$ cat config.mk
export PLATFORM = sky130hd
export DESIGN_NAME = spab_cfg
export DESIGN_NICKNAME = d
export VERILOG_FILES = /design/src/sv/spab_pkg.sv /design/src/sv/spab_cfg.sv
export SDC_FILE = /design/constraint.sdc
export NUM_CORES = 1
export LEC_CHECK = 0
export ABC_AREA = 1
export BUFFER_PORTS_ARGS = -buffer_cell sky130_fd_sc_hd__buf_2
export CAP_MARGIN = 5
export CORE_MARGIN = 2
export CORE_UTILIZATION = 49
export CTS_BUF_LIST = sky130_fd_sc_hd__clkbuf_8 sky130_fd_sc_hd__clkbuf_16
export DETAILED_ROUTE_END_ITERATION = 6
export PLACE_DENSITY = 0.78
export SYNTH_ARGS = -nofsm -noshare
export SYNTH_HDL_FRONTEND = slang
export SYNTH_SLANG_ARGS = --single-unit
export TNS_END_PERCENT = 1
$ cat constraint.sdc
create_clock -name i_clk -period 1.4 [get_ports i_clk]
set_input_delay 0.14 -clock i_clk [delete_from_list [all_inputs] [get_ports i_clk]]
set_output_delay 0.14 -clock i_clk [all_outputs]
set_load 0.01 [all_outputs]
$ cat src/sv/spab_pkg.sv
// ----------------------------------------------------------------------------
// spab_pkg
// Shared widths, register map, config struct and microcode word types for
// the speed PID controller with accel / brake split.
// ----------------------------------------------------------------------------
package spab_pkg;

    // fixed point
    localparam int FRAC_BITS  = 16;
    localparam int PEDAL_FRAC = 15;

    // field widths
    localparam int VEL_W    = 24;
    localparam int SPEED_W  = 24;
    localparam int DRIVE_W  = 48;
    localparam int PEDAL_W  = 16;
    localparam int TGT_W    = 23;
    localparam int GAIN_W   = 48;
    localparam int STIME_W  = 17;
    localparam int SRATE_W  = 32;

    // stream payloads
    localparam int IN_TDATA_W  = 2 * VEL_W;
    localparam int OUT_TDATA_W = SPEED_W + DRIVE_W + 2 * PEDAL_W;

    // register port
    localparam int CFG_DW   = 64;
    localparam int CFG_AW   = 6;
    localparam int ADDR_LSB = 3;

    // datapath widths
    localparam int ERR_W   = TGT_W + 2;
    localparam int DIFF_W  = ERR_W + 1;
    localparam int INC_W   = ERR_W + STIME_W - FRAC_BITS;
    localparam int DERIV_W = DIFF_W + SRATE_W - FRAC_BITS;
    localparam int OPND_W  = 48;
    localparam int CHUNK_W = OPND_W / 2;
    localparam int PROD_W  = 2 * (CHUNK_W + 1);
    localparam int ACC_W   = 98;
    localparam int SQ_W    = 2 * SPEED_W;
    localparam int REM_W   = SPEED_W + 2;
    localparam int DRV_SH  = 2 * FRAC_BITS;
    localparam int DRV_TOP_W = ACC_W - DRV_SH - DRIVE_W + 1;

    localparam int SQRT_ITERS = SQ_W / 2;
    localparam int CNT_W      = $clog2(SQRT_ITERS);

    localparam logic signed [DRIVE_W-1:0] DRV_MAX = {1'b0, {(DRIVE_W-1){1'b1}}};
    localparam logic signed [DRIVE_W-1:0] DRV_MIN = {1'b1, {(DRIVE_W-1){1'b0}}};
    localparam logic [FRAC_BITS:0]        ONE_Q   = (FRAC_BITS + 1)'(1) << FRAC_BITS;
    localparam logic [PEDAL_W-1:0]        PEDAL_ONE = PEDAL_W'(1) << PEDAL_FRAC;

    // register map
    typedef enum logic [2:0] {
        REG_TARGET = 3'd0,
        REG_KP     = 3'd1,
        REG_KI     = 3'd2,
        REG_KD     = 3'd3,
        REG_STIME  = 3'd4,
        REG_SRATE  = 3'd5
    } t_reg_idx;

    typedef struct packed {
        logic [TGT_W-1:0]   target;
        logic [GAIN_W-1:0]  kp;
        logic [GAIN_W-1:0]  ki;
        logic [GAIN_W-1:0]  kd;
        logic [STIME_W-1:0] stime;
        logic [SRATE_W-1:0] srate;
    } t_cfg;

    localparam t_cfg CFG_RESET = '{
        target: TGT_W'(910222),
        kp:     GAIN_W'(64'd21474836480000),
        ki:     GAIN_W'(64'd42949673),
        kd:     GAIN_W'(64'd2147484),
        stime:  STIME_W'(1311),
        srate:  SRATE_W'(64'd3276800)
    };

    // microcode
    localparam int UCODE_LEN = 40;
    localparam int PC_W      = $clog2(UCODE_LEN);
    typedef logic [PC_W-1:0] t_pc;

    typedef enum logic [3:0] {
        DP_NOP,
        DP_LATCH,
        DP_MUL,
        DP_LOAD_RAD,
        DP_SQRT,
        DP_ERR,
        DP_INTEG,
        DP_DERIV,
        DP_DRIVE,
        DP_OUT
    } t_dp_op;

    typedef enum logic [2:0] {
        A_VX,
        A_VY,
        A_ERR,
        A_DIFF,
        A_DERIV,
        A_INTEG
    } t_a_src;

    typedef enum logic [2:0] {
        B_VX,
        B_VY,
        B_STIME,
        B_SRATE,
        B_KP,
        B_KD,
        B_KI
    } t_b_src;

    typedef enum logic [2:0] {
        C_NEXT,
        C_IN,
        C_LOOP,
        C_OUT,
        C_JMP
    } t_cond;

    typedef struct packed {
        t_dp_op op;
        t_a_src a_src;
        t_b_src b_src;
        logic   a_hi;
        logic   b_hi;
        logic   acc_first;
        t_cond  cond;
        logic   loop_init;
        t_pc    jmp;
    } t_uop;

    localparam t_uop UOP_NOP = '{
        op: DP_NOP, a_src: A_VX, b_src: B_VX, a_hi: 1'b0, b_hi: 1'b0,
        acc_first: 1'b0, cond: C_NEXT, loop_init: 1'b0, jmp: '0
    };

endpackage

$ cat src/sv/spab_cfg.sv
// ----------------------------------------------------------------------------
// spab_cfg
// Register file behind the APB-style port: target speed, gains, step time
// and step rate.
// ----------------------------------------------------------------------------
module spab_cfg (
    input  logic                         i_clk,
    input  logic                         i_rst_n,
    input  logic                         i_psel,
    input  logic                         i_penable,
    input  logic                         i_pwrite,
    input  logic [spab_pkg::CFG_AW-1:0]  i_paddr,
    input  logic [spab_pkg::CFG_DW-1:0]  i_pwdata,
    output logic [spab_pkg::CFG_DW-1:0]  o_prdata,
    output logic                         o_pready,
    output spab_pkg::t_cfg               o_cfg
);
    import spab_pkg::*;

    t_cfg     r_cfg;
    t_reg_idx idx;
    logic     wr;

    assign idx      = t_reg_idx'(i_paddr[CFG_AW-1:ADDR_LSB]);
    assign wr       = i_psel & i_penable & i_pwrite;
    assign o_pready = 1'b1;
    assign o_cfg    = r_cfg;

    always_ff @(posedge i_clk) begin
        if (!i_rst_n) begin
            r_cfg <= CFG_RESET;
        end else if (wr) begin
            case (idx)
                REG_TARGET: r_cfg.target <= i_pwdata[TGT_W-1:0];
                REG_KP:     r_cfg.kp     <= i_pwdata[GAIN_W-1:0];
                REG_KI:     r_cfg.ki     <= i_pwdata[GAIN_W-1:0];
                REG_KD:     r_cfg.kd     <= i_pwdata[GAIN_W-1:0];
                REG_STIME:  r_cfg.stime  <= i_pwdata[STIME_W-1:0];
                REG_SRATE:  r_cfg.srate  <= i_pwdata[SRATE_W-1:0];
                default: ;
            endcase
        end
    end

    always_comb begin
        case (idx)
            REG_TARGET: o_prdata = CFG_DW'(r_cfg.target);
            REG_KP:     o_prdata = CFG_DW'(r_cfg.kp);
            REG_KI:     o_prdata = CFG_DW'(r_cfg.ki);
            REG_KD:     o_prdata = CFG_DW'(r_cfg.kd);
            REG_STIME:  o_prdata = CFG_DW'(r_cfg.stime);
            REG_SRATE:  o_prdata = CFG_DW'(r_cfg.srate);
            default:    o_prdata = '0;
        endcase
    end

endmodule

== After elaboration in Yosys (flattened, before gate mapping) ==
Cells that the tools add are included.

* Equality and inequality tests: 5
* Muxes and demuxes: 1
* Bitwise operators: 2
* Reductions and logical operators: 7

{| class="wikitable"
|+ Operator list
! kind !! number
|-
| 48-bit case mux with 6 select lines || 1
|-
| 2-bit AND reduction || 6
|-
| 3-bit by 2-bit == test with 1-bit output (second input constant) || 2
|-
| 3-bit == test (second input constant) || 2
|-
| 3-bit by 1-bit == test with 1-bit output (second input constant) || 1
|-
| 3-bit logical NOT || 1
|-
| 1-bit AND || 2
|}

* Register bits after elaboration: 216
* Logic and storage cells: 21
* Input bits: 75

== Logic depth before layout (Yosys ltp) ==
* Depth in word-level cells: 3
* Mapped depth: 8
* Mapped depth without buffers: 7

== Worst setup path before layout ==
Ideal clock, no wire load.

* Path kind: input-to-output
* Start point: input port i_paddr[3] (netlist bit)
* End point: output port o_prdata[23] (netlist bit)
* Arrival: 1128 ps
* Slack: 132 ps
* Path buffers: 2
* Required time: 1260 ps
* Stages: 6
* Cell sequence: buf_4 > nand2_1 > nor2_1 > clkbuf_1 > a21oi_1 > nand2_1

* Cells in the longest elaborated chain, start to end: 2

{| class="wikitable"
|+ RTL lines
! element !! line !! source
|-
| from (decl) || spab_cfg.sv:12 || <nowiki>input logic [spab_pkg::CFG_AW-1:0] i_paddr,</nowiki>
|-
| 3-bit == test, or another cell as far along || spab_cfg.sv:46 || <nowiki>case (idx)</nowiki>
|-
| 48-bit case mux with 6 select lines (*) || spab_cfg.sv:46 ||
|-
| to (decl) || spab_cfg.sv:14 || <nowiki>output logic [spab_pkg::CFG_DW-1:0] o_prdata,</nowiki>
|}

Mark *: on every way between the ends. The rest lies on a longest branch, timed or not.

== Worst setup path after layout ==
* Start point: register r_cfg, in the netlist o_cfg[63]
* End point: output port o_prdata[14] (netlist bit)

* Cells in the longest elaborated chain, start to end: 1

{| class="wikitable"
|+ RTL lines
! element !! line !! source
|-
| from (decl) || spab_cfg.sv:20 || <nowiki>t_cfg r_cfg;</nowiki>
|-
| 48-bit case mux with 6 select lines || spab_cfg.sv:46 ||
|}

Every way passes these cells.

==> results by group <==
Global routing
  – Antenna violations before repair: 0
  – Number of global-route vias before repair: 10,800
  – GR Util All Layers: 0.324
  – Overflow after GRT: 0
  – Largest net degree at the start of global routing: between 50 and 60
  – First-pass GRT wire length: between 50,000 and 60,000 um

Final layout
  – Area delta synth->final: 36.4%
  – Layout cell share with drive strength beyond 1: 0.274
  – Max reg flops: ~220
  – Cell area after layout: about 0.014 mm^2
  – Nets: between 2,000 and 2,500
  – Area of the multi-input gates: roughly 0.0051 mm^2
  – Fillers: 1,735
  – Register area: 0.00442 mm^2

Floorplanning
  – Die H: roughly 150 um
  – Chip Width: 149 um
  – Site Rows: 52
  – Core region area: 0.0204 mm^2
  – I/O pins: roughly 360
  – Starting density of the core: 0.503
  – Die area: between 0.02 and 0.025 mm^2

Setup path
  – R2R Path End: o_cfg[88]$_SDFFE_PN0P_
  – Max FO, Critical Path: 3
  – Worst Reg-to-Reg Cells: 2
  – Crit path buffers/inverters: 1
  – Worst EP arrival: roughly 1.3 ns
  – Max stage delay on crit path: ~0.33 ns
  – Reg-to-Reg Start: o_cfg[88]$_SDFFE_PN0P_
  – CP Cell Sequence: nand4_1, nand2_1, nor2_1, nand2_1, buf_2
  – CP max-delay cell: dfxtp_2
  – Req. time, crit path: approximately 1.3 ns
  – Crit-path most repeated cell: nand2_1
  – R2r setup slk: about 0.75 ns
  – Worst setup EP type: output port
  – CP top delay family: simple AND/OR/NAND/NOR gates
  – CP Launch Type: flip-flop
  – Crit path kind: flip-flop to output port

Synth
  – Adder-cell share of the synthesized area: 0
  – Mux cell area share after synthesis: 0
  – XOR/XNOR Fraction of Synth Area: 0
  – Simple-Gate Fraction of Synth Area: 0.465
  – Synth Area in Compound Gates: 0.0131
  – Yosys cell types: 19
  – Seq/Total Area, Yosys: 0.421
  – Yosys reg bits: 216
  – Largest family of logic cells by synthesized area: simple AND/OR/NAND/NOR gates
  – Synth Cell Area: roughly 0.01 mm^2
  – Cells after Synth: roughly 1,600
  – Ys Warns: 0
  – Mean Syn Cell Area: between 6 and 7 um^2

Routing
  – DR vias/cell: ~5.3
  – Antenna-violating nets left: 0
  – Post-detailed-route wirelength per cell: between 15 and 20 um
  – TritonRoute pass-1 iters: 5
  – Via count: approximately 12,000
  – Starting DRC count in detailed routing: approximately 1,000
  – DRC Markers: 0
  – WL final: 37,300 um

Place
  – DP Worst Slack: -0.119 ns
  – Post-DP Area: 0.0126 mm^2
  – Post-DP HPWL: between 20,000 and 30,000 um
  – Port-buffer cells: approximately 320
  – Routability cong.: 0.948

STA
  – Minimum clock period: about 1.5 ns
  – Final Max Tran Viols: 0
  – Worst setup margin: -0.0780 ns
  – Crit share post-route: 1.06
  – Final setup vio count: 24
  – Clk_skew: 0 ns
  – Hold Vio Cnt, Final: 0
  – Fmax: ~680 MHz
  – RSZ-0062 raised after global routing: yes

Clocking
  – Clock transition at path regs: about 0.06 ns
  – Postcts setup bufs: 0
  – TritonCTS Buffers: 24
  – Max Root-Sink Buffers: 3
  – Max H-tree Level: 1
  – Clock Sink Count: approximately 220
  – CTS Root Cell: clkbuf_16
  – CTS tree: done
  – Skew-Pair Late Insertion Delay: roughly 0.50 ns

Hold path
  – Hold Crit Class: input port to flip-flop
  – Hold path depth: 5
  – HP Start: i_pwdata[28]
  – Hold Path End: o_cfg[28]$_SDFFE_PN0P_

Run status
  – Failing checks: negative setup slack
  – Status: finished, violations left

Flow run
  – Max Cap Viol: 0

Power and ir drop
  – Cell area power density: between 900 and 1000 mW/mm^2
  – Peak VDD IR: 0.784 mV
  – Total leakage power: between 0.007 and 0.008 uW
cell families (layout without fill, tap and decap cells):
kind of cell | count (synthesis) | in the layout
AND/OR/NAND/NOR | 1158 | 1158
buffers and inverters | 242 | 595
other | 2 | 18
AO/OA/AOI/OAI | 27 | 27
flip-flops | 216 | 216
cells in the mapped netlist, drive strengths merged:
library cell,number,share of area
buf,78,0.041
nand4,57,0.035
a21oi,24,0.012
o21ai,3,0.0015
clkbuf,48,0.018
nor2,445,0.16
nand2,465,0.17
conb,2,0.00073
inv,114,0.042
dfxtp,216,0.42
nand3,191,0.096
clkinv,2,0.00073
placed cells by master (no fill, tap or decap), types with 17 or more instances in the layout:
| cell | count |
|---|---|
| a21oi_1 | 20 |
| nor2_2 | 17 |
| dfxtp_2 | 77 |
| clkbuf_16 | 25 |
| nor2_1 | 421 |
| nand4_1 | 57 |
| nand2_1 | 459 |
| buf_2 | 317 |
| dlygate4sd3_1 | 46 |
| conb_1 | 17 |
| buf_12 | 28 |
| buf_4 | 44 |
| nand3_1 | 186 |
| dfxtp_1 | 138 |
| inv_1 | 114 |
power breakdown:
group	leakage (uW)	internal, uW	switching, uW
registers	0.00176	6230	74.8
logic	0.00498	582	950
clock network	0.000411	3660	2510
how the worst max path moves through the flow:
stage	start	endpoint	slack [ns]	cells past startpoint
3_3_place_gp	i_paddr[5]	o_prdata[21]	-0.10	8
6_report	o_cfg[63]$_SDFFE_PN1P_	o_prdata[14]	-0.08	5
5_1_grt	o_cfg[63]$_SDFFE_PN1P_	o_prdata[14]	-0.15	5
2_1_floorplan	i_paddr[3]	o_prdata[23]	0.13	6
3_5_place_dp	i_paddr[5]	o_prdata[21]	-0.12	8
4_1_cts	o_cfg[214]$_SDFFE_PN0P_	o_prdata[21]	-0.09	5
timing repair:
item,CTS,global route
pin swaps,10,10
setup endpoints to repair,42,44
resized for setup,64,54
hold buffers,46,0
hold endpoints to repair,115,0
worst register-to-register path: stages (launching register included):
cell	delay, ns
dfxtp_1	0.33
nor2_1	0.15
nor2_1	0.07
final cells by class:
cell class,instances,share of cell area
Multi-Input combinational cell,1202,0.363
Sequential cell,216,0.315
Timing Repair Buffer,437,0.211
Clock buffer,30,0.0495
Inverter,116,0.0316
Tap cell,270,0.0241
Clock inverter,12,0.00571
Antenna cell,1,0.000178
metal layers:
| layer | up-vias | global-route usage | wire, um |
|---|---|---|---|
| li1 | 5765 | - | - |
| met1 | 5423 | 0.422 | 14800 |
| met2 | 714 | 0.542 | 17400 |
| met3 | 97 | 0.0596 | 3850 |
| met4 | 0 | 0.113 | 1260 |
| met5 | - | 0 | 0 |
per-stage QoR:
step                instances  power, uW  hold WS, ns   util  setup TNS [ns]
global route             2283      14400       0.0505  0.686           -2.91
finish                   2284      14000       0.0184  0.687          -0.921
CTS                      2283      14000      0.00165  0.682           -1.21
detailed placement       2195       7810        0.375  0.617           -4.91
floorplan                1660       7210        0.266      -               0
global placement         2195       7790        0.369  0.617           -3.04
Power figures use the tool's default switching activity.
