<file path="config.mk">
export PLATFORM = sky130hd
export DESIGN_NAME = spab_seq
export DESIGN_NICKNAME = d
export VERILOG_FILES = /design/src/sv/spab_pkg.sv /design/src/sv/spab_seq.sv
export SDC_FILE = /design/constraint.sdc
export NUM_CORES = 1
export LEC_CHECK = 0
export BUFFER_PORTS_ARGS = -buffer_cell sky130_fd_sc_hd__buf_2
export CAP_MARGIN = 30
export CORE_MARGIN = 2
export CORE_UTILIZATION = 50
export DETAILED_ROUTE_END_ITERATION = 12
export GPL_ROUTABILITY_DRIVEN = 0
export PLACE_DENSITY = 0.79
export SYNTH_ARGS = -nofsm -noshare
export SYNTH_HDL_FRONTEND = slang
export SYNTH_SLANG_ARGS = --single-unit
</file>
<file path="constraint.sdc">
create_clock -name i_clk -period 4.5 [get_ports i_clk]
set_input_delay 0.45 -clock i_clk [delete_from_list [all_inputs] [get_ports i_clk]]
set_output_delay 0.45 -clock i_clk [all_outputs]
set_load 0.1 [all_outputs]
</file>
<file path="src/sv/spab_pkg.sv">
// ----------------------------------------------------------------------------
// spab_pkg
// Shared widths, register map, config struct and microcode word types for
// the speed PID controller with accel / brake split.
// ----------------------------------------------------------------------------
package spab_pkg;

    // fixed point
    localparam int FRAC_BITS  = 16;
    localparam int PEDAL_FRAC = 15;

    // field widths
    localparam int VEL_W    = 24;
    localparam int SPEED_W  = 24;
    localparam int DRIVE_W  = 48;
    localparam int PEDAL_W  = 16;
    localparam int TGT_W    = 23;
    localparam int GAIN_W   = 48;
    localparam int STIME_W  = 17;
    localparam int SRATE_W  = 32;

    // stream payloads
    localparam int IN_TDATA_W  = 2 * VEL_W;
    localparam int OUT_TDATA_W = SPEED_W + DRIVE_W + 2 * PEDAL_W;

    // register port
    localparam int CFG_DW   = 64;
    localparam int CFG_AW   = 6;
    localparam int ADDR_LSB = 3;

    // datapath widths
    localparam int ERR_W   = TGT_W + 2;
    localparam int DIFF_W  = ERR_W + 1;
    localparam int INC_W   = ERR_W + STIME_W - FRAC_BITS;
    localparam int DERIV_W = DIFF_W + SRATE_W - FRAC_BITS;
    localparam int OPND_W  = 48;
    localparam int CHUNK_W = OPND_W / 2;
    localparam int PROD_W  = 2 * (CHUNK_W + 1);
    localparam int ACC_W   = 98;
    localparam int SQ_W    = 2 * SPEED_W;
    localparam int REM_W   = SPEED_W + 2;
    localparam int DRV_SH  = 2 * FRAC_BITS;
    localparam int DRV_TOP_W = ACC_W - DRV_SH - DRIVE_W + 1;

    localparam int SQRT_ITERS = SQ_W / 2;
    localparam int CNT_W      = $clog2(SQRT_ITERS);

    localparam logic signed [DRIVE_W-1:0] DRV_MAX = {1'b0, {(DRIVE_W-1){1'b1}}};
    localparam logic signed [DRIVE_W-1:0] DRV_MIN = {1'b1, {(DRIVE_W-1){1'b0}}};
    localparam logic [FRAC_BITS:0]        ONE_Q   = (FRAC_BITS + 1)'(1) << FRAC_BITS;
    localparam logic [PEDAL_W-1:0]        PEDAL_ONE = PEDAL_W'(1) << PEDAL_FRAC;

    // register map
    typedef enum logic [2:0] {
        REG_TARGET = 3'd0,
        REG_KP     = 3'd1,
        REG_KI     = 3'd2,
        REG_KD     = 3'd3,
        REG_STIME  = 3'd4,
        REG_SRATE  = 3'd5
    } t_reg_idx;

    typedef struct packed {
        logic [TGT_W-1:0]   target;
        logic [GAIN_W-1:0]  kp;
        logic [GAIN_W-1:0]  ki;
        logic [GAIN_W-1:0]  kd;
        logic [STIME_W-1:0] stime;
        logic [SRATE_W-1:0] srate;
    } t_cfg;

    localparam t_cfg CFG_RESET = '{
        target: TGT_W'(910222),
        kp:     GAIN_W'(64'd21474836480000),
        ki:     GAIN_W'(64'd42949673),
        kd:     GAIN_W'(64'd2147484),
        stime:  STIME_W'(1311),
        srate:  SRATE_W'(64'd3276800)
    };

    // microcode
    localparam int UCODE_LEN = 40;
    localparam int PC_W      = $clog2(UCODE_LEN);
    typedef logic [PC_W-1:0] t_pc;

    typedef enum logic [3:0] {
        DP_NOP,
        DP_LATCH,
        DP_MUL,
        DP_LOAD_RAD,
        DP_SQRT,
        DP_ERR,
        DP_INTEG,
        DP_DERIV,
        DP_DRIVE,
        DP_OUT
    } t_dp_op;

    typedef enum logic [2:0] {
        A_VX,
        A_VY,
        A_ERR,
        A_DIFF,
        A_DERIV,
        A_INTEG
    } t_a_src;

    typedef enum logic [2:0] {
        B_VX,
        B_VY,
        B_STIME,
        B_SRATE,
        B_KP,
        B_KD,
        B_KI
    } t_b_src;

    typedef enum logic [2:0] {
        C_NEXT,
        C_IN,
        C_LOOP,
        C_OUT,
        C_JMP
    } t_cond;

    typedef struct packed {
        t_dp_op op;
        t_a_src a_src;
        t_b_src b_src;
        logic   a_hi;
        logic   b_hi;
        logic   acc_first;
        t_cond  cond;
        logic   loop_init;
        t_pc    jmp;
    } t_uop;

    localparam t_uop UOP_NOP = '{
        op: DP_NOP, a_src: A_VX, b_src: B_VX, a_hi: 1'b0, b_hi: 1'b0,
        acc_first: 1'b0, cond: C_NEXT, loop_init: 1'b0, jmp: '0
    };

endpackage

</file>
<file path="src/sv/spab_seq.sv">
// ----------------------------------------------------------------------------
// spab_seq
// Microcode sequencer: step counter, control store and loop counter.
// ----------------------------------------------------------------------------
module spab_seq (
    input  logic           i_clk,
    input  logic           i_rst_n,
    input  logic           i_in_fire,
    input  logic           i_out_busy,
    output logic           o_in_ready,
    output spab_pkg::t_uop o_uop
);
    import spab_pkg::*;

    localparam t_pc PC_START = t_pc'(0);
    localparam t_pc PC_SQRT  = t_pc'(11);

    t_pc               r_pc, n_pc;
    logic [CNT_W-1:0]  r_cnt, n_cnt;
    t_uop              uop;

    function automatic t_uop f_mul(t_a_src a, t_b_src b, logic [1:0] k, logic first);
        t_uop u;
        u           = UOP_NOP;
        u.op        = DP_MUL;
        u.a_src     = a;
        u.b_src     = b;
        u.a_hi      = k[0];
        u.b_hi      = k[1];
        u.acc_first = first;
        return u;
    endfunction

    function automatic t_uop f_op(t_dp_op op);
        t_uop u;
        u    = UOP_NOP;
        u.op = op;
        return u;
    endfunction

    function automatic t_uop f_rom(t_pc pc);
        t_uop u;
        u = UOP_NOP;
        case (pc)
            6'd0: begin
                u      = f_op(DP_LATCH);
                u.cond = C_IN;
            end
            // sum of squares
            6'd1:  u = f_mul(A_VX, B_VX, 2'd0, 1'b1);
            6'd2:  u = f_mul(A_VX, B_VX, 2'd1, 1'b0);
            6'd3:  u = f_mul(A_VX, B_VX, 2'd2, 1'b0);
            6'd4:  u = f_mul(A_VX, B_VX, 2'd3, 1'b0);
            6'd5:  u = f_mul(A_VY, B_VY, 2'd0, 1'b0);
            6'd6:  u = f_mul(A_VY, B_VY, 2'd1, 1'b0);
            6'd7:  u = f_mul(A_VY, B_VY, 2'd2, 1'b0);
            6'd8:  u = f_mul(A_VY, B_VY, 2'd3, 1'b0);
            6'd9:  u = f_op(DP_NOP);
            6'd10: begin
                u           = f_op(DP_LOAD_RAD);
                u.loop_init = 1'b1;
            end
            6'd11: begin
                u      = f_op(DP_SQRT);
                u.cond = C_LOOP;
                u.jmp  = PC_SQRT;
            end
            6'd12: u = f_op(DP_ERR);
            // integral increment
            6'd13: u = f_mul(A_ERR, B_STIME, 2'd0, 1'b1);
            6'd14: u = f_mul(A_ERR, B_STIME, 2'd1, 1'b0);
            6'd15: u = f_mul(A_ERR, B_STIME, 2'd2, 1'b0);
            6'd16: u = f_mul(A_ERR, B_STIME, 2'd3, 1'b0);
            6'd17: u = f_op(DP_NOP);
            6'd18: u = f_op(DP_INTEG);
            // derivative
            6'd19: u = f_mul(A_DIFF, B_SRATE, 2'd0, 1'b1);
            6'd20: u = f_mul(A_DIFF, B_SRATE, 2'd1, 1'b0);
            6'd21: u = f_mul(A_DIFF, B_SRATE, 2'd2, 1'b0);
            6'd22: u = f_mul(A_DIFF, B_SRATE, 2'd3, 1'b0);
            6'd23: u = f_op(DP_NOP);
            6'd24: u = f_op(DP_DERIV);
            // drive sum
            6'd25: u = f_mul(A_ERR, B_KP, 2'd0, 1'b1);
            6'd26: u = f_mul(A_ERR, B_KP, 2'd1, 1'b0);
            6'd27: u = f_mul(A_ERR, B_KP, 2'd2, 1'b0);
            6'd28: u = f_mul(A_ERR, B_KP, 2'd3, 1'b0);
            6'd29: u = f_mul(A_DERIV, B_KD, 2'd0, 1'b0);
            6'd30: u = f_mul(A_DERIV, B_KD, 2'd1, 1'b0);
            6'd31: u = f_mul(A_DERIV, B_KD, 2'd2, 1'b0);
            6'd32: u = f_mul(A_DERIV, B_KD, 2'd3, 1'b0);
            6'd33: u = f_mul(A_INTEG, B_KI, 2'd0, 1'b0);
            6'd34: u = f_mul(A_INTEG, B_KI, 2'd1, 1'b0);
            6'd35: u = f_mul(A_INTEG, B_KI, 2'd2, 1'b0);
            6'd36: u = f_mul(A_INTEG, B_KI, 2'd3, 1'b0);
            6'd37: u = f_op(DP_NOP);
            6'd38: u = f_op(DP_DRIVE);
            6'd39: begin
                u      = f_op(DP_OUT);
                u.cond = C_OUT;
                u.jmp  = PC_START;
            end
            default: begin
                u.cond = C_JMP;
                u.jmp  = PC_START;
            end
        endcase
        return u;
    endfunction

    assign uop        = f_rom(r_pc);
    assign o_uop      = uop;
    assign o_in_ready = (uop.op == DP_LATCH);

    always_comb begin
        case (uop.cond)
            C_NEXT:  n_pc = t_pc'(r_pc + 1'b1);
            C_IN:    n_pc = i_in_fire ? t_pc'(r_pc + 1'b1) : r_pc;
            C_LOOP:  n_pc = (r_cnt != '0) ? uop.jmp : t_pc'(r_pc + 1'b1);
            C_OUT:   n_pc = i_out_busy ? r_pc : uop.jmp;
            C_JMP:   n_pc = uop.jmp;
            default: n_pc = PC_START;
        endcase
    end

    always_comb begin
        n_cnt = r_cnt;
        if (uop.loop_init) begin
            n_cnt = CNT_W'(SQRT_ITERS - 1);
        end else if (uop.cond == C_LOOP && r_cnt != '0) begin
            n_cnt = r_cnt - 1'b1;
        end
    end

    always_ff @(posedge i_clk) begin
        if (!i_rst_n) begin
            r_pc  <= PC_START;
            r_cnt <= '0;
        end else begin
            r_pc  <= n_pc;
            r_cnt <= n_cnt;
        end
    end

endmodule

</file>
## Word level (Yosys, flattened, before mapping)

Index checks and enable logic that the tools add are counted.

| operators by class | value |
|---|---|
| add/sub/neg operators | 2 |
| eq/ne operators | 46 |
| muxes and demuxes | 10 |
| bitwise operators | 1 |
| reduce and logical (&&, ||, !) cells | 8 |

Operator list:

| operator | number |
|---|---|
| $pmux 13 s36 | 1 |
| $eq 6x5->1 const B | 16 |
| $eq 6x4->1 const B | 8 |
| $eq 6x6->1 const B | 8 |
| $reduce_or 37->1 | 1 |
| $pmux 6 s5 | 1 |
| $eq 6x3->1 const B | 4 |
| $mux 6 | 3 |
| $eq 6x2->1 const B | 2 |
| $pmux 3 s4 | 1 |
| $mux 5 | 2 |
| $add 6x1->6 const B | 1 |
| $eq 3x2->1 const B | 2 |
| $eq 6x1->1 const B | 1 |
| $logic_not 6->1 | 1 |
| $reduce_bool 5->1 | 1 |
| $sub 5x1->5 const B | 1 |
| $eq 4x1->1 const B | 1 |
| $mux 4 | 1 |
| $ne 2x2->1 const B | 2 |
| $eq 3x1->1 const B | 1 |
| $eq 3x3->1 const B | 1 |
| $logic_not 3->1 | 1 |
| $reduce_and 2->1 | 1 |
| other kinds (5) | 5 |

| storage, ports and cells | value |
|---|---|
| register bits after elaboration | 11 |
| input bits | 4 |
| output and inout bits | 24 |
| logic and storage cells | 70 |

## Longest topological paths before layout

| logic depth | value |
|---|---|
| word-level depth | 7 |
| gate-level depth with buffers | 9 |
| mapped depth without buffers | 8 |

## Worst setup path before layout

OpenSTA, ideal clock, no wires.

| timing path | value |
|---|---|
| path type | flip-flop to output port |
| from | register r_pc[0] |
| to | output o_in_ready |
| arrival time | 4.963 ns |
| data required time | 4.050 ns |
| setup slack | -0.913 ns |
| cell stages (with the launch flop) | 9 |
| path buffers | 1 |
| path through | dfxtp_1 -> inv_1 -> ha_1 -> clkbuf_1 -> nor2b_1 -> a21oi_1 -> o31ai_1 -> nand2_1 -> nor3_2 |

RTL lines:

| item | line | text |
|---|---|---|
| start, declared | spab_seq.sv:18 | `t_pc r_pc, n_pc;` |
| start signal, assigned | spab_seq.sv:140 | `r_pc <= n_pc;` |
| end, declared | spab_seq.sv:10 | `output logic o_in_ready,` |

==> out/results.tsv <==
stage	metric	value	unit
hold_path	hp-class	in2reg	
cts	clk_latency	0.26	ns
setup_path	crit_chain	inv_1 > ha_1 > or3_4 > o2111ai_1 > o211ai_2 > nor3_2 > o211a_4 > buf_2	
detailed_routing	wirelength_met1	1607	µm
power_and_ir_drop	p_seq_share	13.5	%
synthesis	most_used_flip_flop_cell_after_synthesis	dfxtp_1	
power_and_ir_drop	comb_power_share	79.3	%
detailed_routing	met2_length	1695	µm
placement	buffer_ports.inserted	24	
floorplan	core	0.002734	mm²
layout	drive_gt1_share	24.27	%
synthesis	ys_seq_area_share	15.45	%
cts	cts_tree	done	
cts	post_cts_resized	0	
sta	timing_hold_violations_final	0	
detailed_routing	dr_wl_met3	268	µm
synthesis	synthDistinctLibCells	60	
synthesis	post_synth.cell_area_avg	7.384	µm²
detailed_routing	drt_drc_violations_left	0	
global_route	grt_overflow_total	0	
synthesis	synth_enable_flop_cells	0	
detailed_routing	drt_pre_antenna_iters	5	
setup_path	cp_data_required_time	4.05	ns
sta	maxSlewViolCount	0	
cts	cts_setup_buffers	0	
power_and_ir_drop	static-leakage-power	0.6683	nW
detailed_routing	highest_layer	met4	
layout	antennaDiodeCount	0	
floorplan	design.portCount	28	
synthesis	yosysTopAreaCell	dfxtp_1	
synthesis	async_reset_ff_share	0	%
synthesis	synth_top_cell_area_share	15.45	%
setup_path	worstPathArrival	2.96	ns
global_route	largest_net_degree_at_the_start_of_global_routing	28	
detailed_routing	drt-initial-drc-count	112	
synthesis	syn-cell-area	0.001425	mm²
layout	areaGrowthSynthToFinish	7.111	%
sta	max_slew_margin	38.28	%
setup_path	critPathCaptureType	output pin	
detailed_routing	detail-route-antenna-nets	0	
power_and_ir_drop	ir_worst_vdd	0.7607	mV
detailed_routing	detail_route.wl_per_cell	15.25	µm
sta	worst_slew_pin_slew	0.9246	ns
synthesis	synth_area_leaders	dfxtp_1 (15%), nand2_1 (5.8%), ha_1 (5.3%)	
global_route	vias_in_the_first_global_route	1294	
cts	cts_max_level	1	
sta	final-setup-viol-count	0	
setup_path	cp_slowest_stage_delay	0.47	ns
layout	num-nets-final	217	
layout	final-instance-count-excl-fill	237	
sta	final_period_minus_worst_setup_slack	3.408	ns
sta	final_hold_slack	0.4708	ns
power_and_ir_drop	power_frac_clock	7.3	%
placement	placed_cells	233	
outcome	run_status	finished clean	
cts	postCtsHoldBufs	0	
detailed_routing	route.detailed.vias_per_inst	6.312	
detailed_routing	route.vias.total	1496	
synthesis	yosys_reg_bits	11	
cts	cts-buffers-inserted	3	
setup_path	ff2ff_setup_slack	1.99	ns
setup_path	worst-setup-path-type	reg2out	
floorplan	std_cell_rows	19	
floorplan	die_width	57.39	µm
sta	rsz0062_at_grt	false	
sta	fmaxAchievable	293.4	MHz
global_route	number_of_antenna_violations_at_the_first_check_in_global_routing	0	
global_route	grt.total_usage	22.67	%
cts	worst_setup_hold_path_clk_slew	0.07	ns
floorplan	fp.dieArea	0.003293	mm²
synthesis	post_synth_inst_count	193	
power_and_ir_drop	switchingPower	594.5	µW
sta	finalCritPeriodShare	75.74	%
setup_path	critPathLaunchType	flip-flop	
layout	finalCoreUtilization	55.84	%
power_and_ir_drop	p_int	299.8	µW
synthesis	ys_warn_count	0	
setup_path	worst_path_slowest_cell	dfxtp_1	
floorplan	die_y	57.39	µm
cts	cts_num_sinks	11	
run	max_cap_violations	0	
sta	worst_clock_skew	0.003590	ns
setup_path	crit_path_max_fanout	12	
detailed_routing	route.final.wire_length	3614	µm
power_and_ir_drop	power.density_cell_area	585.9	mW/mm²
power_and_ir_drop	power.share.switching	66.47	%
sta	fin_setup_tns	0	ns
power_and_ir_drop	total_power	894.4	µW
placement	post-dp-hpwl	2567	µm
floorplan	initial_core_util	52.13	%
cts	cts-root-to-sink-buffers	2	
global_route	grt_first_pass_wirelength	6106	µm
cts	clock_tree.root_cell	clkbuf_4	
==> sequential cells by signal, summed over array words and instances, names as in the netlist <==
| register | flops |
|---|---|
| r_pc | 6 |
| r_cnt | 5 |
==> power groups by stage <==
stage / Sequential, mW / Combinational (mW) / Clock (mW)
global route: 0.122 / 0.743 / 0.0737
global placement: 0.121 / 0.703 / 0
finish: 0.120 / 0.709 / 0.0648
floorplan: 0.118 / 0.618 / 0
detailed placement: 0.122 / 0.704 / 0
CTS: 0.120 / 0.705 / 0.0671
==> stage by stage <==
step | cell area (µm²) | setup slack [ns]
after global routing | 1526 | 0.9161
after global placement | 1500 | 1.471
final | 1526 | 1.092
after floorplan | 1449 | 0.1182
after CTS | 1526 | 1.123
after detailed placement | 1500 | 1.425
==> layout by cell type, fill, tap and decap left out, types with 3 or more instances in the layout <==
cell / n
a21oi_1: 14
a22o_1: 3
a31oi_1: 4
a32oi_1: 3
buf_2: 24
clkbuf_4: 3
conb_1: 3
dfxtp_1: 11
ha_1: 6
inv_1: 9
nand2_1: 21
nand2b_1: 3
nand3_1: 6
nor2_1: 10
nor2b_1: 7
nor3_1: 5
nor3_2: 5
o211ai_1: 3
o21ai_0: 6
o21ai_1: 5
xnor2_1: 5
==> critical path: cells and delay by family (launching register included) <==
family | cells | cell delay, ns
compound gates | 3 | 0.70
simple gates | 2 | 0.62
buf+inv | 2 | 0.54
flops | 1 | 0.47
fa+ha+maj | 1 | 0.36
==> cell families (layout without fill, tap and decap cells) <==
kind of cell	Yosys count	after routing	share of synthesized area, %
adder cells (fa/ha/maj)	6	6	5.268
XOR/XNOR	7	7	4.302
AND/OR/NAND/NOR	77	77	31.17
buffers and inverters	28	39	10.71
multiplexers	2	2	1.405
other	1	3	0.2631
AO/OA/AOI/OAI	61	61	31.43
flip-flops	11	11	15.45
==> Yosys cell counts, drive strengths merged, types with 3 or more instances <==
library cell / n
nand2: 23
a21oi: 14
buf: 14
o21ai: 12
dfxtp: 11
nor2: 11
inv: 10
nor3: 10
nor2b: 8
ha: 6
nand3: 6
xnor2: 5
a31oi: 4
clkbuf: 4
o211ai: 4
a22o: 3
a32oi: 3
nand2b: 3
or3: 3
==> cell type report <==
cell class	instances	area [µm²]
inverters	10	37.54
flip-flops and latches	11	220.2
well taps	31	38.79
repair buffers	25	127.6
fillers	267	1207
clock buffers	4	26.28
multi-input cells	156	1076
==> path summary, 6_finish.rpt <==
kind                    from        to  cells after the start
setup reg to reg     r_pc[0]   r_pc[1]                      8
hold reg to reg     r_cnt[4]  r_cnt[4]                      2
hold / removal    i_out_busy   r_pc[2]                      3
setup / recovery     r_pc[0]  o_uop[9]                      8
==> per-layer routing <==
| layer | up-vias | track usage, % |
|---|---|---|
| met5 | - | 0 |
| met4 | 0 | 6.645 |
| met3 | 8 | 0.9070 |
| met2 | 73 | 35.88 |
| met1 | 684 | 33.33 |
| li1 | 731 | - |
Power figures use the tool's default switching activity.
