## config.mk

```make
export PLATFORM = sky130hd
export DESIGN_NAME = spab_dp
export DESIGN_NICKNAME = d
export VERILOG_FILES = /design/src/sv/spab_pkg.sv /design/src/sv/spab_dp.sv
export SDC_FILE = /design/constraint.sdc
export NUM_CORES = 2
export LEC_CHECK = 0
export BUFFER_PORTS_ARGS = -buffer_cell sky130_fd_sc_hd__buf_2
export CELL_PAD_IN_SITES_DETAIL_PLACEMENT = 1
export CELL_PAD_IN_SITES_GLOBAL_PLACEMENT = 2
export CORE_ASPECT_RATIO = 1.25
export CORE_MARGIN = 2
export CORE_UTILIZATION = 40
export DETAILED_ROUTE_END_ITERATION = 8
export GPL_ROUTABILITY_DRIVEN = 0
export PLACE_DENSITY = 0.95
export SLEW_MARGIN = 20
export SYNTH_ARGS = -nofsm -noshare
export SYNTH_HDL_FRONTEND = slang
export SYNTH_SLANG_ARGS = --single-unit
```

## constraint.sdc

```tcl
create_clock -name i_clk -period 11.25 [get_ports i_clk]
set_input_delay 1.125 -clock i_clk [delete_from_list [all_inputs] [get_ports i_clk]]
set_output_delay 1.125 -clock i_clk [all_outputs]
set_load 0.02 [all_outputs]
```

## src/sv/spab_pkg.sv

```systemverilog
// ----------------------------------------------------------------------------
// spab_pkg
// Shared widths, register map, config struct and microcode word types for
// the speed PID controller with accel / brake split.
// ----------------------------------------------------------------------------
package spab_pkg;

    // fixed point
    localparam int FRAC_BITS  = 16;
    localparam int PEDAL_FRAC = 15;

    // field widths
    localparam int VEL_W    = 24;
    localparam int SPEED_W  = 24;
    localparam int DRIVE_W  = 48;
    localparam int PEDAL_W  = 16;
    localparam int TGT_W    = 23;
    localparam int GAIN_W   = 48;
    localparam int STIME_W  = 17;
    localparam int SRATE_W  = 32;

    // stream payloads
    localparam int IN_TDATA_W  = 2 * VEL_W;
    localparam int OUT_TDATA_W = SPEED_W + DRIVE_W + 2 * PEDAL_W;

    // register port
    localparam int CFG_DW   = 64;
    localparam int CFG_AW   = 6;
    localparam int ADDR_LSB = 3;

    // datapath widths
    localparam int ERR_W   = TGT_W + 2;
    localparam int DIFF_W  = ERR_W + 1;
    localparam int INC_W   = ERR_W + STIME_W - FRAC_BITS;
    localparam int DERIV_W = DIFF_W + SRATE_W - FRAC_BITS;
    localparam int OPND_W  = 48;
    localparam int CHUNK_W = OPND_W / 2;
    localparam int PROD_W  = 2 * (CHUNK_W + 1);
    localparam int ACC_W   = 98;
    localparam int SQ_W    = 2 * SPEED_W;
    localparam int REM_W   = SPEED_W + 2;
    localparam int DRV_SH  = 2 * FRAC_BITS;
    localparam int DRV_TOP_W = ACC_W - DRV_SH - DRIVE_W + 1;

    localparam int SQRT_ITERS = SQ_W / 2;
    localparam int CNT_W      = $clog2(SQRT_ITERS);

    localparam logic signed [DRIVE_W-1:0] DRV_MAX = {1'b0, {(DRIVE_W-1){1'b1}}};
    localparam logic signed [DRIVE_W-1:0] DRV_MIN = {1'b1, {(DRIVE_W-1){1'b0}}};
    localparam logic [FRAC_BITS:0]        ONE_Q   = (FRAC_BITS + 1)'(1) << FRAC_BITS;
    localparam logic [PEDAL_W-1:0]        PEDAL_ONE = PEDAL_W'(1) << PEDAL_FRAC;

    // register map
    typedef enum logic [2:0] {
        REG_TARGET = 3'd0,
        REG_KP     = 3'd1,
        REG_KI     = 3'd2,
        REG_KD     = 3'd3,
        REG_STIME  = 3'd4,
        REG_SRATE  = 3'd5
    } t_reg_idx;

    typedef struct packed {
        logic [TGT_W-1:0]   target;
        logic [GAIN_W-1:0]  kp;
        logic [GAIN_W-1:0]  ki;
        logic [GAIN_W-1:0]  kd;
        logic [STIME_W-1:0] stime;
        logic [SRATE_W-1:0] srate;
    } t_cfg;

    localparam t_cfg CFG_RESET = '{
        target: TGT_W'(910222),
        kp:     GAIN_W'(64'd21474836480000),
        ki:     GAIN_W'(64'd42949673),
        kd:     GAIN_W'(64'd2147484),
        stime:  STIME_W'(1311),
        srate:  SRATE_W'(64'd3276800)
    };

    // microcode
    localparam int UCODE_LEN = 40;
    localparam int PC_W      = $clog2(UCODE_LEN);
    typedef logic [PC_W-1:0] t_pc;

    typedef enum logic [3:0] {
        DP_NOP,
        DP_LATCH,
        DP_MUL,
        DP_LOAD_RAD,
        DP_SQRT,
        DP_ERR,
        DP_INTEG,
        DP_DERIV,
        DP_DRIVE,
        DP_OUT
    } t_dp_op;

    typedef enum logic [2:0] {
        A_VX,
        A_VY,
        A_ERR,
        A_DIFF,
        A_DERIV,
        A_INTEG
    } t_a_src;

    typedef enum logic [2:0] {
        B_VX,
        B_VY,
        B_STIME,
        B_SRATE,
        B_KP,
        B_KD,
        B_KI
    } t_b_src;

    typedef enum logic [2:0] {
        C_NEXT,
        C_IN,
        C_LOOP,
        C_OUT,
        C_JMP
    } t_cond;

    typedef struct packed {
        t_dp_op op;
        t_a_src a_src;
        t_b_src b_src;
        logic   a_hi;
        logic   b_hi;
        logic   acc_first;
        t_cond  cond;
        logic   loop_init;
        t_pc    jmp;
    } t_uop;

    localparam t_uop UOP_NOP = '{
        op: DP_NOP, a_src: A_VX, b_src: B_VX, a_hi: 1'b0, b_hi: 1'b0,
        acc_first: 1'b0, cond: C_NEXT, loop_init: 1'b0, jmp: '0
    };

endpackage

```

## src/sv/spab_dp.sv

```systemverilog
// ----------------------------------------------------------------------------
// spab_dp
// Datapath: 25x25 signed multiplier with chunked accumulate, bit-pair square
// root, integral / derivative registers, drive saturation and output stage.
// ----------------------------------------------------------------------------
module spab_dp (
    input  logic                           i_clk,
    input  logic                           i_rst_n,
    input  spab_pkg::t_uop                 i_uop,
    input  spab_pkg::t_cfg                 i_cfg,
    input  logic                           i_in_fire,
    input  logic [spab_pkg::VEL_W-1:0]     i_vx,
    input  logic [spab_pkg::VEL_W-1:0]     i_vy,
    input  logic                           i_out_ready,
    output logic                           o_out_valid,
    output logic                           o_out_busy,
    output logic [spab_pkg::SPEED_W-1:0]   o_speed,
    output logic [spab_pkg::DRIVE_W-1:0]   o_drive,
    output logic [spab_pkg::PEDAL_W-1:0]   o_accel,
    output logic [spab_pkg::PEDAL_W-1:0]   o_brake,
    output logic                           o_sat
);
    import spab_pkg::*;

    logic signed [VEL_W-1:0]   r_vx, r_vy;

    // multiplier
    logic signed [OPND_W-1:0]  opa, opb;
    logic                      b_sgn;
    logic signed [DIFF_W-1:0]  diff;
    logic signed [CHUNK_W:0]   a_ch, b_ch;
    logic signed [PROD_W-1:0]  prod, r_prod;
    logic                      r_pend_v, r_pend_first;
    logic [1:0]                r_pend_sh;
    logic signed [ACC_W-1:0]   pp_ext, pp_sh, r_acc, n_acc;

    // square root
    logic [SQ_W-1:0]           r_rad;
    logic [REM_W-1:0]          r_rem, n_rem;
    logic [SPEED_W-1:0]        r_root, n_root;
    logic [REM_W+1:0]          rem_sh, trial;

    // control terms
    logic signed [ERR_W-1:0]   r_err, r_prev, n_err;
    logic signed [INC_W-1:0]   inc;
    logic signed [DRIVE_W:0]   isum;
    logic signed [DRIVE_W-1:0] r_integ, n_integ;
    logic                      r_sat, n_sat;
    logic signed [DERIV_W-1:0] r_deriv;
    logic [DRV_TOP_W-1:0]      drv_top;
    logic signed [DRIVE_W-1:0] r_drive, n_drive;

    // pedals and output stage
    logic                      pos;
    logic [DRIVE_W:0]          mag;
    logic [FRAC_BITS:0]        clamp;
    logic [PEDAL_W-1:0]        pedal;
    logic                      out_load;
    logic                      r_out_valid;
    logic [SPEED_W-1:0]        r_o_speed;
    logic [DRIVE_W-1:0]        r_o_drive;
    logic [PEDAL_W-1:0]        r_o_accel, r_o_brake;
    logic                      r_o_sat;

    assign diff = DIFF_W'(r_err) - DIFF_W'(r_prev);

    always_comb begin
        case (i_uop.a_src)
            A_VX:    opa = OPND_W'(r_vx);
            A_VY:    opa = OPND_W'(r_vy);
            A_ERR:   opa = OPND_W'(r_err);
            A_DIFF:  opa = OPND_W'(diff);
            A_DERIV: opa = OPND_W'(r_deriv);
            A_INTEG: opa = OPND_W'(r_integ);
            default: opa = '0;
        endcase
    end

    always_comb begin
        b_sgn = 1'b0;
        case (i_uop.b_src)
            B_VX: begin
                opb   = OPND_W'(r_vx);
                b_sgn = 1'b1;
            end
            B_VY: begin
                opb   = OPND_W'(r_vy);
                b_sgn = 1'b1;
            end
            B_STIME: opb = OPND_W'(i_cfg.stime);
            B_SRATE: opb = OPND_W'(i_cfg.srate);
            B_KP:    opb = OPND_W'(i_cfg.kp);
            B_KD:    opb = OPND_W'(i_cfg.kd);
            B_KI:    opb = OPND_W'(i_cfg.ki);
            default: opb = '0;
        endcase
    end

    // low chunks unsigned, high chunk of A always signed, of B per source
    assign a_ch = i_uop.a_hi ? {opa[OPND_W-1], opa[OPND_W-1:CHUNK_W]}
                             : {1'b0, opa[CHUNK_W-1:0]};
    assign b_ch = i_uop.b_hi ? {b_sgn & opb[OPND_W-1], opb[OPND_W-1:CHUNK_W]}
                             : {1'b0, opb[CHUNK_W-1:0]};
    assign prod = a_ch * b_ch;

    assign pp_ext = ACC_W'(r_prod);

    always_comb begin
        case (r_pend_sh)
            2'd0:    pp_sh = pp_ext;
            2'd1:    pp_sh = pp_ext <<< CHUNK_W;
            default: pp_sh = pp_ext <<< (2 * CHUNK_W);
        endcase
    end

    always_comb begin
        n_acc = r_acc;
        if (r_pend_v) begin
            n_acc = r_pend_first ? pp_sh : r_acc + pp_sh;
        end
    end

    // one result bit per step
    assign rem_sh = {r_rem, r_rad[SQ_W-1 -: 2]};
    assign trial  = {2'b00, r_root, 2'b01};

    always_comb begin
        if (rem_sh >= trial) begin
            n_rem  = REM_W'(rem_sh - trial);
            n_root = {r_root[SPEED_W-2:0], 1'b1};
        end else begin
            n_rem  = REM_W'(rem_sh);
            n_root = {r_root[SPEED_W-2:0], 1'b0};
        end
    end

    assign n_err = $signed({2'b00, i_cfg.target}) - $signed({1'b0, r_root});

    assign inc  = r_acc[FRAC_BITS +: INC_W];
    assign isum = (DRIVE_W + 1)'(r_integ) + (DRIVE_W + 1)'(inc);

    always_comb begin
        n_sat   = 1'b0;
        n_integ = isum[DRIVE_W-1:0];
        if (isum[DRIVE_W] != isum[DRIVE_W-1]) begin
            n_sat   = 1'b1;
            n_integ = isum[DRIVE_W] ? DRV_MIN : DRV_MAX;
        end
    end

    assign drv_top = r_acc[ACC_W-1 -: DRV_TOP_W];

    always_comb begin
        if ((&drv_top) || !(|drv_top)) begin
            n_drive = r_acc[DRV_SH +: DRIVE_W];
        end else begin
            n_drive = r_acc[ACC_W-1] ? DRV_MIN : DRV_MAX;
        end
    end

    assign pos   = !r_drive[DRIVE_W-1] && (r_drive != '0);
    assign mag   = pos ? (DRIVE_W + 1)'(r_drive) : -((DRIVE_W + 1)'(r_drive));
    assign clamp = (mag > (DRIVE_W + 1)'(ONE_Q)) ? ONE_Q : mag[FRAC_BITS:0];
    assign pedal = PEDAL_W'(clamp >> (FRAC_BITS - PEDAL_FRAC));

    assign o_out_busy = r_out_valid & ~i_out_ready;
    assign out_load   = (i_uop.op == DP_OUT) && !o_out_busy;

    always_ff @(posedge i_clk) begin
        if (!i_rst_n) begin
            r_pend_v    <= 1'b0;
            r_out_valid <= 1'b0;
            r_prev      <= '0;
            r_integ     <= '0;
        end else begin
            r_pend_v <= (i_uop.op == DP_MUL);
            if (out_load) begin
                r_out_valid <= 1'b1;
            end else if (i_out_ready) begin
                r_out_valid <= 1'b0;
            end
            if (i_uop.op == DP_INTEG) begin
                r_integ <= n_integ;
            end
            if (i_uop.op == DP_DERIV) begin
                r_prev <= r_err;
            end
        end
    end

    always_ff @(posedge i_clk) begin
        r_prod       <= prod;
        r_pend_first <= i_uop.acc_first;
        r_pend_sh    <= {1'b0, i_uop.a_hi} + {1'b0, i_uop.b_hi};
        r_acc        <= n_acc;
        if (i_uop.op == DP_LATCH && i_in_fire) begin
            r_vx <= i_vx;
            r_vy <= i_vy;
        end
        if (i_uop.op == DP_LOAD_RAD) begin
            r_rad  <= r_acc[SQ_W-1:0];
            r_rem  <= '0;
            r_root <= '0;
        end else if (i_uop.op == DP_SQRT) begin
            r_rad  <= r_rad << 2;
            r_rem  <= n_rem;
            r_root <= n_root;
        end
        if (i_uop.op == DP_ERR) begin
            r_err <= n_err;
        end
        if (i_uop.op == DP_INTEG) begin
            r_sat <= n_sat;
        end
        if (i_uop.op == DP_DERIV) begin
            r_deriv <= r_acc[FRAC_BITS +: DERIV_W];
        end
        if (i_uop.op == DP_DRIVE) begin
            r_drive <= n_drive;
        end
        if (out_load) begin
            r_o_speed <= r_root;
            r_o_drive <= r_drive;
            r_o_accel <= pos ? pedal : '0;
            r_o_brake <= pos ? '0 : pedal;
            r_o_sat   <= r_sat;
        end
    end

    assign o_out_valid = r_out_valid;
    assign o_speed     = r_o_speed;
    assign o_drive     = r_o_drive;
    assign o_accel     = r_o_accel;
    assign o_brake     = r_o_brake;
    assign o_sat       = r_o_sat;

endmodule

```

=== After elaboration in Yosys (flattened, before gate mapping) ===
Cells that the tools add are included.
Widths: inputs -> output; s select.

* Bits in registers: 593
* Input bits: 291
* Output and inout bits: 107

* Add/subtract/negate cells: 7
* Multiply operators: 1
* $lt $le $gt $ge: 2
* Equality and inequality tests: 22
* Muxes and demuxes: 20
* Bitwise logic cells: 3
* Reduce and logical (&&, ||, !) cells: 16

{| class="wikitable"
|+ Operator list
! kind !! number
|-
| $pmux 48 s7 || 1
|-
| $mux 48 || 6
|-
| $pmux 48 s6 || 1
|-
| $pmux 97 s2 || 1
|-
| $add 98x98->98 || 1
|-
| $mux 98 || 1
|-
| $mul 25x25->50 || 1
|-
| $mux 25 || 2
|-
| $add 48x26->49 || 1
|-
| $gt 49x17->1 const B || 1
|-
| $mux 49 || 1
|-
| $neg 48->49 || 1
|-
| $reduce_bool 48->1 || 1
|-
| $ge 28x26->1 || 1
|-
| $mux 26 || 1
|-
| $sub 25x25->26 || 1
|-
| $sub 26x26->26 || 1
|-
| $sub 23x24->25 || 1
|-
| $reduce_and 19->1 || 1
|-
| $reduce_or 19->1 || 1
|-
| $mux 17 || 1
|-
| $eq 4x3->1 const B || 4
|-
| $eq 3x3->1 const B || 5
|-
| $eq 3x2->1 const B || 4
|-
| 17 further kinds || 31
|}

=== Depth between registers and ports, before layout ===
* Depth after elaboration: 6
* Gate-level depth with buffers: 43
* Depth with buffers taken out: 42

=== Worst setup path before layout ===
OpenSTA, ideal clock, no wires.

* Path kind: input to register
* Start point: input port i_uop[14] in the netlist's numbering
* End point: register r_prod[45]
* Arrival: 9922 ps
* Data required time: 11123 ps
* Setup slack: 1201 ps
* Stages on the path: 33
* Path buffers: 5
* Cell sequence: buf_1 -> buf_1 -> clkbuf_1 -> clkbuf_1 -> mux2i_1 -> o21ai_0 -> o21ai_1 -> clkbuf_1 -> nor2_1 -> fa_1 -> fa_1 -> inv_1 -> fa_1 -> fa_1 -> inv_1 -> fa_1 -> fa_1 -> inv_1 -> fa_1 -> inv_1 -> ha_1 -> a21o_1 -> a21o_1 -> a21o_1 -> a21o_1 -> a31o_2 -> a221o_1 -> o311ai_0 -> a211oi_1 -> or2_2 -> a21oi_1 -> o21ai_0 -> xor2_1

* Word-level cells in the longest chain between the ends: 6
* Elaborated cells between the ends (all ways): 13

{| class="wikitable"
|+ RTL lines
! element !! line !! text
|-
| from (decl) || spab_dp.sv:9 || <nowiki>input spab_pkg::t_uop i_uop,</nowiki>
|-
| $eq 3x1->1 / $logic_not 3->1 (equally long branches) || spab_dp.sv:81 || <nowiki>case (i_uop.b_src)</nowiki>
|-
| $reduce_or 2->1 (no line) || -- ||
|-
| $mux 1 || spab_dp.sv:81 ||
|-
| $and 1x1->1 || spab_dp.sv:102 || <nowiki>assign b_ch = i_uop.b_hi ? {b_sgn & opb[OPND_W-1], opb[OPND_W-1:CHUNK_W]}</nowiki>
|-
| $mux 25 (*) || spab_dp.sv:102 ||
|-
| $mul 25x25->50 (*) || spab_dp.sv:104 || <nowiki>assign prod = a_ch * b_ch;</nowiki>
|-
| via prod[45] || spab_dp.sv:32 || <nowiki>logic signed [PROD_W-1:0] prod, r_prod;</nowiki>
|-
| to (signal assigned) || spab_dp.sv:192 || <nowiki>r_prod <= prod;</nowiki>
|-
| to (decl) || spab_dp.sv:32 ||
|}

The timed path passes the listed nets; every way through them passes the cells marked *.
A chain may end at the register's enable or synchronous reset.

=== Worst setup path in the final report ===
* Start point: register r_err[1]
* End point: register r_prod[45]

* Word-level cells in the longest chain between the ends: 4

{| class="wikitable"
|+ RTL lines
! element !! line !! text
|-
| from (decl) || spab_dp.sv:44 || <nowiki>logic signed [ERR_W-1:0] r_err, r_prev, n_err;</nowiki>
|-
| from (signal assigned) || spab_dp.sv:210 || <nowiki>r_err <= n_err;</nowiki>
|-
| $sub 25x25->26 || spab_dp.sv:65 || <nowiki>assign diff = DIFF_W'(r_err) - DIFF_W'(r_prev);</nowiki>
|-
| $pmux 48 s6 (*) || spab_dp.sv:68 || <nowiki>case (i_uop.a_src)</nowiki>
|-
| $mux 25 (*) || spab_dp.sv:100 || <nowiki>assign a_ch = i_uop.a_hi ? {opa[OPND_W-1], opa[OPND_W-1:CHUNK_W]}</nowiki>
|-
| $mul 25x25->50 (*) || spab_dp.sv:104 ||
|-
| via prod[45] || spab_dp.sv:32 ||
|}

Marks and branches as above.

==> impl_metrics.json <==
{
  "finalMaxSlewViolations": 0,
  "grt_max_degree": 85,
  "final_common_cell": "inv_1",
  "overflow": 0,
  "yosysUniqueCellTypes": 85,
  "area_growth_pct": 12.04,
  "die_y_um": 440.5,
  "antenna_found_initial": 23,
  "powerDensity_nw_per_um2": 332.4,
  "synthMuxAreaShare_pct": 3.135,
  "drc": 0,
  "period_share_pct": 95.81,
  "power_uw": 22710,
  "synthXorXnorAreaFrac_pct": 3.878,
  "drt_iter0_markers": 3873,
  "syn_area_per_cell_um2": 9.061,
  "netlist_instances": 6730,
  "io_pins": 398,
  "cts_tree": "done",
  "root_buffer": "clkbuf_16",
  "vias": 52700,
  "critPathCaptureType": "flip-flop",
  "core_area_um2": 151700,
  "die_x_um": 353.2,
  "fin_nets": 8334,
  "period_minus_slack_ns": 10.78,
  "synth_simple_gate_area_share_pct": 13.60,
  "ys_seq_area_share_pct": 26.28,
  "cts_buffer_depth": 3,
  "grt_pass1_vias": 57090,
  "wire_per_inst_um": 25.07,
  "initial_core_util_pct": 40.19,
  "drt-total-wl_um": 228300,
  "max_stage_delay_ns": 0.60,
  "outcome": "finished, final reports clean",
  "path_class": "flip-flop to flip-flop",
  "yosysWarnings": 0,
  "cts_inserted_buffers": 72,
  "max_cap_violations": 0,
  "die_area_um2": 155600,
  "synth_compound_area_share_pct": 16.37,
  "clkTransAtPathRegs_ns": 0.06,
  "synth_ff_type": "edfxtp_1",
  "hold_viol": 0,
  "finalClockSkew_ns": 0.04690,
  "ant_nets": 0,
  "drt_pass1_iterations": 6,
  "p_leak_uw": 0.03055,
  "rows": 160,
  "cp.arrival_ns": 11.28,
  "grt_usage_pct": 29.11,
  "hold_ws_ns": 0.4291,
  "ys_ff_latch": 593,
  "place_ws_ns": -0.2260,
  "insertion_delay_ns": 0.67,
  "synth_top_family_by_area": "adder cells",
  "crit_path_start_kind": "flip-flop",
  "setup-violations-final": 0,
  "drive_gt1_share_pct": 12.21,
  "worst_slew_pin_slew_ns": 1.145,
  "regToRegSetupSlack_ns": 0.47,
  "synthAdderAreaFrac_pct": 29.32,
  "ir_drop_v": 0.0007207,
  "crit_top_cell": "fa_1",
  "fillers": 17730,
  "cts.sinks": 593,
  "port_buffers": 387,
  "syn-num-nets": 8045,
  "slowest_stage": "o31ai_4",
  "max_freq_mhz": 92.77,
  "hold_class": "flip-flop to flip-flop",
  "critPathRequiredTime_ns": 11.75,
  "syn-cell-area_um2": 60980,
  "async_flop_share_pct": 0,
  "max_slew_margin_pct": 23.67,
  "htree_levels": 3,
  "grt_pass1_wl_um": 347700,
  "viasPerCell": 5.786,
  "synth_edf_count": 415,
  "cp_max_fo": 19,
  "final_cell_mix": "inv_1, nand2_1, fa_1, nor2_1, a21oi_1",
  "setup_ws_ns": 0.4710,
  "hpwl_um": 181500
}
[Yosys cell counts (all sizes together) (68+ instances only)]
library cell / number / area (um^2)
inv: 850 / 3191
nand2: 840 / 3153
fa: 662 / 13250
nor2: 492 / 1872
a21oi: 440 / 2202
o21ai: 423 / 2117
edfxtp: 415 / 12460
ha: 362 / 4529
clkbuf: 321 / 1205
a21o: 209 / 1569
dfxtp: 178 / 3563
xnor2: 168 / 1471
xor2: 102 / 893.4
and2: 92 / 575.6
mux2i: 92 / 920.9
mux2: 80 / 900.9
nand3: 68 / 340.3
[cell families (layout without fill, tap and decap cells)]
family                     Yosys count  count (layout)
and+or+nand+nor                   1865            1865
AOI/OAI and AO/OA                 1592            1592
buffers and inverters             1200            1545
adders and majority gates         1034            1034
DFF                                593             593
xor gates and xnor gates           270             270
muxes                              176             176
other                                0               7
[metal layers]
layer  track usage (%)  vias to the layer above  part of all wire [%]
li1                  -                    23340                     -
met1             33.64                    26690                    38
met2             49.92                     1995                    48
met3             5.087                      663                   6.4
met4             18.61                       12                   7.4
met5                 0                        -                 0.032
[metrics by stage]
step | area (um^2) | setup TNS [ns] | cells | util [%]
2_1_floorplan | 60980 | 0 | 6730 | -
3_3_place_gp | 65710 | 0 | 8966 | 43.30
3_5_place_dp | 65710 | -0.5820 | 8966 | 43.30
4_1_cts | 68220 | 0 | 9097 | 44.96
5_1_grt | 68320 | -0.03213 | 9104 | 45.02
6_report | 68320 | 0 | 9107 | 45.02
[flip-flops by register name, indices dropped and copies added (netlist names), 25 cells and up]
| signal | cells |
|---|---|
| r_rem | 26 |
| r_prev | 25 |
| r_rad | 48 |
| o_drive | 48 |
| r_err | 25 |
| r_acc | 98 |
| r_integ | 48 |
| r_drive | 48 |
| r_prod | 50 |
| r_deriv | 42 |
[area by class of cell]
cell class              instances  area [um^2]  area share (%)
diodes                          7        17.52         0.02564
clock buffers                  93         2024           2.963
clock inverters                37        471.7          0.6904
inverters                     852         3198           4.681
multi-input cells            4937        40700           59.57
flip-flops and latches        593        16040           23.47
well taps                    2025         2534           3.708
repair buffers                563         3342           4.891
[timing repair]
item                       4_1_cts  5_1_grt
setup endpoints to repair       12       13
buffers inserted                 1        2
gates cloned                     0        0
hold buffers                     0        0
resized for setup                4       19
pin swaps                        1        4
[path summary, 6_finish.rpt]
check / from / endpoint / cells after the start
min: r_root[4] / o_speed[4] / 0
max: r_err[1] / r_prod[45] / 38
max reg2reg: r_err[1] / r_prod[45] / 38
min reg2reg: r_root[4] / o_speed[4] / 0
[report_power, final]
group / total (uW) / internal, uW / switching (uW) / leakage, uW
Combinational: 17200 / 7000 / 10200 / 0.0240
Clock: 2480 / 1470 / 1020 / 0.00120
Sequential: 3060 / 2780 / 278 / 0.00531
[worst max-delay path: cells and delay by family, from the launching register on]
kind                     cells  cell delay (ns)
adder cells (fa/ha/maj)      9             4.25
AO/OA/AOI/OAI               16             4.05
buffers and inverters        8             0.92
AND/OR/NAND/NOR              3             0.54
flip-flops                   1             0.45
XOR/XNOR                     2             0.34
No activity file was read; power rests on OpenSTA's default activity.
